===== src/rtl/wter_pkg.sv =====
// Shared types and constants for the window table event router.
`timescale 1ns / 1ps
package wter_pkg;
  localparam int SLOTS = 16;
  localparam int SLOT_W = $clog2(SLOTS);

  typedef enum logic [2:0] {
    MODE_REGISTER   = 3'd0,
    MODE_UNREGISTER = 3'd1,
    MODE_MOVE       = 3'd2,
    MODE_RESIZE     = 3'd3,
    MODE_KEY        = 3'd4,
    MODE_MOUSE      = 3'd5,
    MODE_BAD6       = 3'd6,
    MODE_BAD7       = 3'd7
  } mode_t;

  localparam logic [1:0] ST_OK       = 2'd0;
  localparam logic [1:0] ST_FAIL     = 2'd1;
  localparam logic [1:0] ST_NOTARGET = 2'd2;
  localparam logic [1:0] ST_SHUTDOWN = 2'd3;

  localparam logic [31:0] KEY_SHUTDOWN = 32'd1;

  typedef enum logic [1:0] {
    OP_FAIL,
    OP_SHUTDOWN,
    OP_SCAN
  } op_kind_t;

  typedef struct packed {
    op_kind_t    kind;
    mode_t       mode;
    logic [15:0] win_id;
    logic [15:0] x;
    logic [15:0] y;
    logic [14:0] width;
    logic [14:0] height;
    logic [15:0] owner;
    logic [31:0] keycode;
    logic [31:0] modifiers;
    logic [31:0] key_state;
    logic [31:0] buttons;
    logic [31:0] wheel;
  } op_t;

  typedef enum logic [1:0] {
    S_IDLE,
    S_SCAN,
    S_EMIT
  } state_t;
endpackage


===== src/rtl/window_table_event_router_core.sv =====
// Top level of the window table event router.
//  channel | direction | handshake             | payload
//  in      | input     | in_valid / in_ready   | mode .. wheel
//  out     | output    | out_valid / out_ready | status .. last
// A table operation or mouse event scans one slot per cycle while the output register is free.
// A key broadcast scans every slot, one result per occupied slot, or one no-target result if none is.
// Shutdown keys and failed operations skip the scan and give a single result.
// A two-entry queue decouples intake; a full output register stalls the scan.
// Synchronous reset empties the table and the queue.
`timescale 1ns / 1ps
module window_table_event_router_core import wter_pkg::*; (
  input  logic        clk,
  input  logic        rst,
  input  logic        in_valid,
  output logic        in_ready,
  input  logic [2:0]  mode,
  input  logic [15:0] win_id,
  input  logic [15:0] x,
  input  logic [15:0] y,
  input  logic [14:0] width,
  input  logic [14:0] height,
  input  logic [15:0] owner,
  input  logic [31:0] keycode,
  input  logic [31:0] modifiers,
  input  logic [31:0] key_state,
  input  logic [31:0] buttons,
  input  logic [31:0] wheel,
  output logic        out_valid,
  input  logic        out_ready,
  output logic [1:0]  status,
  output logic [15:0] target_owner,
  output logic [14:0] rel_x,
  output logic [14:0] rel_y,
  output logic [31:0] out_keycode,
  output logic [31:0] out_modifiers,
  output logic [31:0] out_key_state,
  output logic [31:0] out_buttons,
  output logic [31:0] out_wheel,
  output logic        last
);
  op_t  in_op, q_op;
  logic q_valid, q_ready;

  always_comb begin
    in_op           = '0;
    in_op.kind      = OP_FAIL;
    in_op.mode      = mode_t'(mode);
    in_op.win_id    = win_id;
    in_op.x         = x;
    in_op.y         = y;
    in_op.width     = width;
    in_op.height    = height;
    in_op.owner     = owner;
    in_op.keycode   = keycode;
    in_op.modifiers = modifiers;
    in_op.key_state = key_state;
    in_op.buttons   = buttons;
    in_op.wheel     = wheel;
  end

  wter_front u_front (
    .clk, .rst, .in_valid, .in_ready, .in_op,
    .q_valid, .q_ready, .q_op
  );

  wter_back u_back (
    .clk, .rst, .q_valid, .q_ready, .q_op,
    .out_valid, .out_ready, .status, .target_owner, .rel_x, .rel_y,
    .out_keycode, .out_modifiers, .out_key_state, .out_buttons, .out_wheel, .last
  );
endmodule


===== src/rtl/wter_front.sv =====
// Front end: accepts transactions, classifies them and queues them.
`timescale 1ns / 1ps
module wter_front import wter_pkg::*; (
  input  logic        clk,
  input  logic        rst,
  input  logic        in_valid,
  output logic        in_ready,
  input  op_t         in_op,
  output logic        q_valid,
  input  logic        q_ready,
  output op_t         q_op
);
  localparam int DEPTH = 2;

  op_t        mem [DEPTH];
  logic       wr_ptr;
  logic       rd_ptr;
  logic [1:0] count;
  op_t        classified;
  logic       push;
  logic       pop;

  always_comb begin
    classified = in_op;
    case (in_op.mode)
      MODE_REGISTER, MODE_UNREGISTER, MODE_MOVE, MODE_RESIZE: begin
        classified.kind = (in_op.win_id == 16'd0) ? OP_FAIL : OP_SCAN;
      end
      MODE_KEY: begin
        classified.kind = (in_op.keycode == KEY_SHUTDOWN && in_op.key_state == KEY_SHUTDOWN)
                          ? OP_SHUTDOWN : OP_SCAN;
      end
      MODE_MOUSE: classified.kind = OP_SCAN;
      default: classified.kind = OP_FAIL;
    endcase
  end

  assign in_ready = (count != 2'(DEPTH));
  assign q_valid  = (count != 2'd0);
  assign q_op     = mem[rd_ptr];
  assign push     = in_valid && in_ready;
  assign pop      = q_valid && q_ready;

  always_ff @(posedge clk) begin
    if (push) mem[wr_ptr] <= classified;
  end

  always_ff @(posedge clk) begin
    if (rst) begin
      wr_ptr <= 1'b0;
      rd_ptr <= 1'b0;
      count  <= 2'd0;
    end else begin
      if (push) wr_ptr <= ~wr_ptr;
      if (pop) rd_ptr <= ~rd_ptr;
      count <= count + 2'(push) - 2'(pop);
    end
  end

  assert property (@(posedge clk) disable iff (rst) count <= 2'(DEPTH))
    else $error("queue count overflow");
  assert property (@(posedge clk) disable iff (rst)
    (count == 2'd0) |-> !q_valid) else $error("empty queue shows valid");
  assert property (@(posedge clk) disable iff (rst)
    (push && !pop) |=> count == $past(count) + 2'd1) else $error("push lost");
endmodule


===== src/rtl/wter_back.sv =====
// Back end: slot table, one-slot-per-cycle scan (stalled while the result register is full) and result register.
`timescale 1ns / 1ps
module wter_back import wter_pkg::*; (
  input  logic        clk,
  input  logic        rst,
  input  logic        q_valid,
  output logic        q_ready,
  input  op_t         q_op,
  output logic        out_valid,
  input  logic        out_ready,
  output logic [1:0]  status,
  output logic [15:0] target_owner,
  output logic [14:0] rel_x,
  output logic [14:0] rel_y,
  output logic [31:0] out_keycode,
  output logic [31:0] out_modifiers,
  output logic [31:0] out_key_state,
  output logic [31:0] out_buttons,
  output logic [31:0] out_wheel,
  output logic        last
);
  logic [15:0] slot_id     [SLOTS];
  logic [15:0] slot_x      [SLOTS];
  logic [15:0] slot_y      [SLOTS];
  logic [14:0] slot_width  [SLOTS];
  logic [14:0] slot_height [SLOTS];
  logic [15:0] slot_owner  [SLOTS];

  state_t state, state_next;
  op_t    op;
  logic [SLOT_W-1:0] idx;
  logic   sent_any;

  logic [15:0] cur_id;
  logic        occupied, last_slot, hit, match, found;
  logic signed [17:0] dx, dy;
  logic        obuf_free, load_res, res_last, take;
  logic [1:0]  res_status;
  logic [SLOTS-1:0] occ_mask;
  logic        more_after;

  always_comb begin
    for (int i = 0; i < SLOTS; i++) occ_mask[i] = (slot_id[i] != 16'd0);
  end

  assign more_after = |(occ_mask & ~((SLOTS'(2) << idx) - SLOTS'(1)));
  assign cur_id    = slot_id[idx];
  assign occupied  = (cur_id != 16'd0);
  assign last_slot = (idx == SLOT_W'(SLOTS - 1));
  assign dx = 18'(signed'(op.x)) - 18'(signed'(slot_x[idx]));
  assign dy = 18'(signed'(op.y)) - 18'(signed'(slot_y[idx]));
  assign hit = occupied && !dx[17] && !dy[17] &&
               (dx < 18'(slot_width[idx])) && (dy < 18'(slot_height[idx]));
  assign obuf_free = !out_valid || out_ready;
  assign take = q_valid && q_ready;
  assign q_ready = (state == S_IDLE);

  always_comb begin
    match = 1'b0;
    case (op.mode)
      MODE_REGISTER: match = !occupied;
      MODE_UNREGISTER, MODE_MOVE, MODE_RESIZE: match = (cur_id == op.win_id);
      MODE_MOUSE: match = hit;
      MODE_KEY: match = occupied;
      default: match = 1'b0;
    endcase
  end

  // found ends the scan for table ops and mouse
  assign found = match && (op.mode != MODE_KEY);

  always_comb begin
    state_next = state;
    case (state)
      S_IDLE: if (take) state_next = (q_op.kind == OP_SCAN) ? S_SCAN : S_EMIT;
      S_SCAN: if (obuf_free && (found || last_slot)) state_next = S_IDLE;
      S_EMIT: if (obuf_free) state_next = S_IDLE;
      default: state_next = S_IDLE;
    endcase
  end

  always_comb begin
    load_res   = 1'b0;
    res_last   = 1'b1;
    res_status = ST_FAIL;
    case (state)
      S_EMIT: begin
        load_res   = obuf_free;
        res_status = (op.kind == OP_SHUTDOWN) ? ST_SHUTDOWN : ST_FAIL;
      end
      S_SCAN: begin
        if (op.mode == MODE_KEY) begin
          load_res   = obuf_free && (occupied || (last_slot && !sent_any));
          res_status = occupied ? ST_OK : ST_NOTARGET;
          res_last   = occupied ? !more_after : 1'b1;
        end else begin
          load_res = obuf_free && (found || last_slot);
          if (found) res_status = ST_OK;
          else if (op.mode == MODE_MOUSE) res_status = ST_NOTARGET;
          else res_status = ST_FAIL;
        end
      end
      default: load_res = 1'b0;
    endcase
  end

  always_ff @(posedge clk) begin
    if (rst) begin
      state    <= S_IDLE;
      idx      <= '0;
      sent_any <= 1'b0;
      out_valid <= 1'b0;
      for (int i = 0; i < SLOTS; i++) slot_id[i] <= 16'd0;
    end else begin
      state <= state_next;
      if (take) begin
        op       <= q_op;
        idx      <= '0;
        sent_any <= 1'b0;
      end else if (state == S_SCAN && obuf_free) begin
        idx <= idx + SLOT_W'(1);
        if (load_res) sent_any <= 1'b1;
      end
      if (load_res) out_valid <= 1'b1;
      else if (out_ready) out_valid <= 1'b0;
      if (state == S_SCAN && obuf_free && found) begin
        case (op.mode)
          MODE_REGISTER: begin
            slot_id[idx]     <= op.win_id;
            slot_x[idx]      <= op.x;
            slot_y[idx]      <= op.y;
            slot_width[idx]  <= op.width;
            slot_height[idx] <= op.height;
            slot_owner[idx]  <= op.owner;
          end
          MODE_UNREGISTER: slot_id[idx] <= 16'd0;
          MODE_MOVE: begin
            slot_x[idx] <= op.x;
            slot_y[idx] <= op.y;
          end
          MODE_RESIZE: begin
            slot_width[idx]  <= op.width;
            slot_height[idx] <= op.height;
          end
          default: slot_id[idx] <= slot_id[idx];
        endcase
      end
    end
  end

  always_ff @(posedge clk) begin
    if (load_res) begin
      status        <= res_status;
      last          <= res_last;
      target_owner  <= 16'd0;
      rel_x         <= 15'd0;
      rel_y         <= 15'd0;
      out_keycode   <= 32'd0;
      out_modifiers <= 32'd0;
      out_key_state <= 32'd0;
      out_buttons   <= 32'd0;
      out_wheel     <= 32'd0;
      if (state == S_SCAN && res_status == ST_OK) begin
        if (op.mode == MODE_KEY) begin
          target_owner  <= slot_owner[idx];
          out_keycode   <= op.keycode;
          out_modifiers <= op.modifiers;
          out_key_state <= op.key_state;
        end else if (op.mode == MODE_MOUSE) begin
          target_owner <= slot_owner[idx];
          rel_x        <= dx[14:0];
          rel_y        <= dy[14:0];
          out_buttons  <= op.buttons;
          out_wheel    <= op.wheel;
        end
      end
    end
  end

  assert property (@(posedge clk) disable iff (rst)
    (out_valid && !out_ready) |=> out_valid) else $error("result dropped");
  assert property (@(posedge clk) disable iff (rst)
    (state != S_IDLE) |-> !q_ready) else $error("queue popped while busy");
  assert property (@(posedge clk) disable iff (rst)
    load_res |-> obuf_free) else $error("result overwritten");
endmodule

===== config.mk =====
export PLATFORM = sky130hd
export DESIGN_NAME = window_table_event_router_core
export DESIGN_NICKNAME = d
export VERILOG_FILES = /design/src/rtl/wter_pkg.sv /design/src/rtl/window_table_event_router_core.sv /design/src/rtl/wter_front.sv /design/src/rtl/wter_back.sv
export SDC_FILE = /design/constraint.sdc
export NUM_CORES = 2
export LEC_CHECK = 0
export BUFFER_PORTS_ARGS = -buffer_cell sky130_fd_sc_hd__buf_4
export CAP_MARGIN = 15
export CORE_UTILIZATION = 61
export DETAILED_ROUTE_END_ITERATION = 7
export PLACE_DENSITY = 0.8
export SETUP_SLACK_MARGIN = 0.2
export SLEW_MARGIN = 20
export SYNTH_ARGS = -nofsm -noshare
export SYNTH_HDL_FRONTEND = slang
export SYNTH_HIERARCHICAL = 1
export SYNTH_SLANG_ARGS = --single-unit

===== constraint.sdc =====
create_clock -name clk -period 20.9 [get_ports clk]
set_clock_uncertainty 0.05 [all_clocks]
set_input_delay 4.18 -clock clk [delete_from_list [all_inputs] [get_ports clk]]
set_output_delay 4.18 -clock clk [all_outputs]
set_load 0.1 [all_outputs]

==> summary.txt <==
Global routing
  – Antenna violations before repair: 16
  – Via count of the first global-routing pass: 50500
  – Global-route wire length before repair: 341000 um
  – Total global routing track utilization: 29.2%
  – Aggregate global routing overflow: 0
  – Maximum number of pins on one net before global-route repair: 171

Placed design
  – Port Buffers: 471
  – Placed Area: 105000 um2
  – Placed wire-length estimate: 142000 um
  – Final weighted congestion of routability-driven global placement: 0.962

Die
  – Effective utilization at floorplan: 61.5%
  – Area of the die: 164000 um2
  – Die Span X: 404 um
  – Chip height: 404 um
  – Std-Cell Core Area: 161000 um2
  – Row cnt: 147
  – Number of top-level pins: 472

Worst setup path
  – WP data required: 21.33 ns
  – Critical path startpoint category: flip-flop
  – Critical path capture point type: flip-flop
  – FF-to-FF setup slack: 9.96 ns
  – Crit path max fanout: 160
  – Startpoint-to-endpoint class of the critical path: flip-flop to flip-flop
  – Worst Reg2Reg Path Length in Cells: 25
  – RR Endpoint: u_back/out_wheel[17]
  – Worst endpoint data arrival time: 11.37 ns

Min path
  – Worst hold path type: flip-flop to flip-flop
  – Number of cells traversed by the worst hold path: 1
  – Worst Min Path Start: u_back/op[128]
  – Hold-critical path endpoint: u_back/out_keycode[0]

Power
  – Leakage: 38.4 nW
  – Pwr per Cell Area: 110 nW/um2
  – Cell internal power dissipation: 0.00927 W
  – Net Sw Power: 0.00316 W
  – Net switching share of the total power: 25.4%
  – Part of the power in the clock network: 34.8%
  – Share of total power in combinational logic: 14.2%
  – Peak supply drop: 106 uV
  – Seq pwr share: 51.0%

Drt
  – WL/cell: 30.6 um
  – Count of unresolved DRC violations after routing: 0
  – Final Routed Wirelength: 238000 um
  – Number of nets with antenna violations after detailed routing: 0
  – Via count: 50300
  – DRC marker count from the first detailed-route iteration: 5993
  – Vias per cell: 6.46
  – Detailed-router iteration count before antenna repair: 6

Cells and area
  – Share of layout cells above drive strength 1: 30.7%
  – Signed area change from the synthesized netlist to the final layout: 14.5%
  – Post-Layout Inst Area: 113000 um2
  – Final-stage net count: 5745

Clock network
  – Skew-Pair Late Insertion Delay: 0.89 ns
  – Post CTS Setup Buffer Count: 0
  – Clock tree from TritonCTS: built
  – Library cell used as clock root buffer: clkbuf_16
  – Num CTS Buffers: 233
  – Number of gates resized after CTS: 0
  – CTS H-tree lvls: 4
  – Clk slew on worst S/H paths: 0.06 ns
  – Largest buffer count on any clock path: 3
  – Hold-fix buffers, CTS: 0
  – Clock sink count: 2507

Timing
  – Part of the cycle the worst path needs: 52.3%
  – Worst slew slack as a fraction of its limit: 19.7%
  – Setup Viol. Count Final: 0
  – Unrepaired setup endpoints after global routing: no
  – Total count of hold-check failures in the final report: 0
  – Max-slew violation count: 0
  – Min Tclk post-route: 10.94 ns
  – Hold_ws: 0.465 ns
  – Maximum frequency from static timing analysis: 0.0914 GHz
  – Summed negative setup slack over all endpoints: 0 ns
  – Slew at the pin closest to its max-slew limit: 1.20 ns

Synthesis
  – Yosys synthesis warning count: 6
  – Per-instance average area after synthesis: 20.3 um2
  – Mapped Area: 98800 um2
  – Synth Net Count: 5190
  – Number of cells produced by synthesis: 4855

Flow run
  – Max-capacitance violation count: 0

Status
  – Status: finished clean
[worst max-delay path, cell delays in order, from the launching register on]
cell and delay [ns]:
dfxtp_4 0.90, buf_4 0.85, buf_4 0.76, mux4_2 0.61
mux4_2 0.47, inv_1 0.08, ha_1 0.25, o21ai_0 0.18
a21o_1 0.24, a211oi_1 0.42, o21a_1 0.20, o21ai_0 0.12
a21o_1 0.21, a311o_1 0.37, ha_1 0.22, a211oi_1 0.28
o2111ai_1 0.15, or3_1 0.40, a221o_1 0.30, nor3_1 0.12
o21ai_0 0.36, nor4_4 0.31, buf_4 0.43, or2_4 0.35
o221a_4 0.95, buf_12 0.71
[sequential cells by signal, indices dropped and copies added, names as in the netlist, 2 cells and up, named ones only]
name / flops
u_back/out_modifiers: 32
u_front/mem: 518
u_back/idx: 4
u_back/slot_y: 256
u_back/op: 259
u_back/slot_owner: 256
u_back/slot_id: 256
u_front/count: 2
u_back/out_buttons: 32
u_back/out_keycode: 32
u_back/slot_width: 240
u_back/status: 2
u_back/rel_x: 15
u_back/out_key_state: 32
u_back/slot_x: 256
u_back/target_owner: 16
u_back/rel_y: 15
u_back/slot_height: 240
u_back/out_wheel: 32
u_back/state: 2
[placed cells by master (no fill, tap or decap), types with 9 or more instances in the layout]
cell        count
a21o_1         19
mux2_4        210
clkinv_1       51
mux2i_4        11
nor2_4         38
mux4_2        439
clkbuf_16     237
ha_1           72
mux2i_1        47
diode_2         9
nand2_1        55
nor4_1         90
mux2_2         71
nor3_1         26
clkinvlp_4     15
a41o_1         12
bufinv_16      32
buf_4         536
a21oi_1        47
nor2_1        333
xnor2_1        33
nand2b_1       13
nor2b_1        41
o21ai_0        22
clkinv_2       46
edfxtp_1     2490
a211oi_1       11
inv_1          86
nand4_1        27
and2_1        105
nand3_1        32
clkbuf_1       42
buf_16          9
dfxtp_1        12
and3_1         91
xor2_1         28
o2111ai_1       9
[power groups by stage]
stage               clock network [W]  registers (W)  logic, W
CTS                           0.00438        0.00634   0.00174
global route                  0.00456        0.00637   0.00185
floorplan                           0        0.00642   0.00123
finish                        0.00433        0.00634   0.00176
global placement                    0        0.00641   0.00169
detailed placement                  0        0.00644   0.00172
[layout make-up]
type | count | area, um2
Tap cell | 2160 | 2700
Inverter | 88 | 335
Multi-Input combinational cell | 2027 | 22600
Fill cell | 9414 | 47500
Antenna cell | 9 | 22.5
Timing Repair Buffer | 553 | 4410
Clock inverter | 161 | 1750
Sequential cell | 2507 | 75100
Clock buffer | 279 | 6090
[stage by stage]
stage | std cells | worst slack [ns] | total power, W | util (%)
global route | 7779 | 9.29 | 0.0128 | 70.4
floorplan | 4855 | 4.68 | 0.00765 | -
detailed placement | 7325 | 10.08 | 0.00816 | 65.3
CTS | 7765 | 10.00 | 0.0125 | 70.2
finish | 7784 | 9.96 | 0.0124 | 70.4
global placement | 7325 | 10.22 | 0.00810 | 65.3
[worst max-delay path by stage]
stage / from / endpoint / slack (ns) / cells after the start
finish: flip-flop / u_back/out_wheel[17] / 9.96 / 25
global route: flip-flop / u_back/out_modifiers[29] / 9.29 / 25
CTS: flip-flop / u_back/out_wheel[7] / 10.00 / 26
detailed placement: flip-flop / u_back/out_modifiers[6] / 10.08 / 26
global placement: flip-flop / u_back/out_buttons[10] / 10.22 / 26
floorplan: rst / u_back/op[0] / 4.68 / 3
[layer usage]
metal / vias to the layer above / part of all wire (%) / GRT usage (%)
li1: 20800 / - / -
met1: 25700 / 35 / 37.9
met2: 3174 / 48 / 46.7
met3: 616 / 12 / 8.58
met4: 14 / 4.5 / 11.6
met5: - / 0.048 / 0
Note: power is estimated with default switching activity, not from simulation.
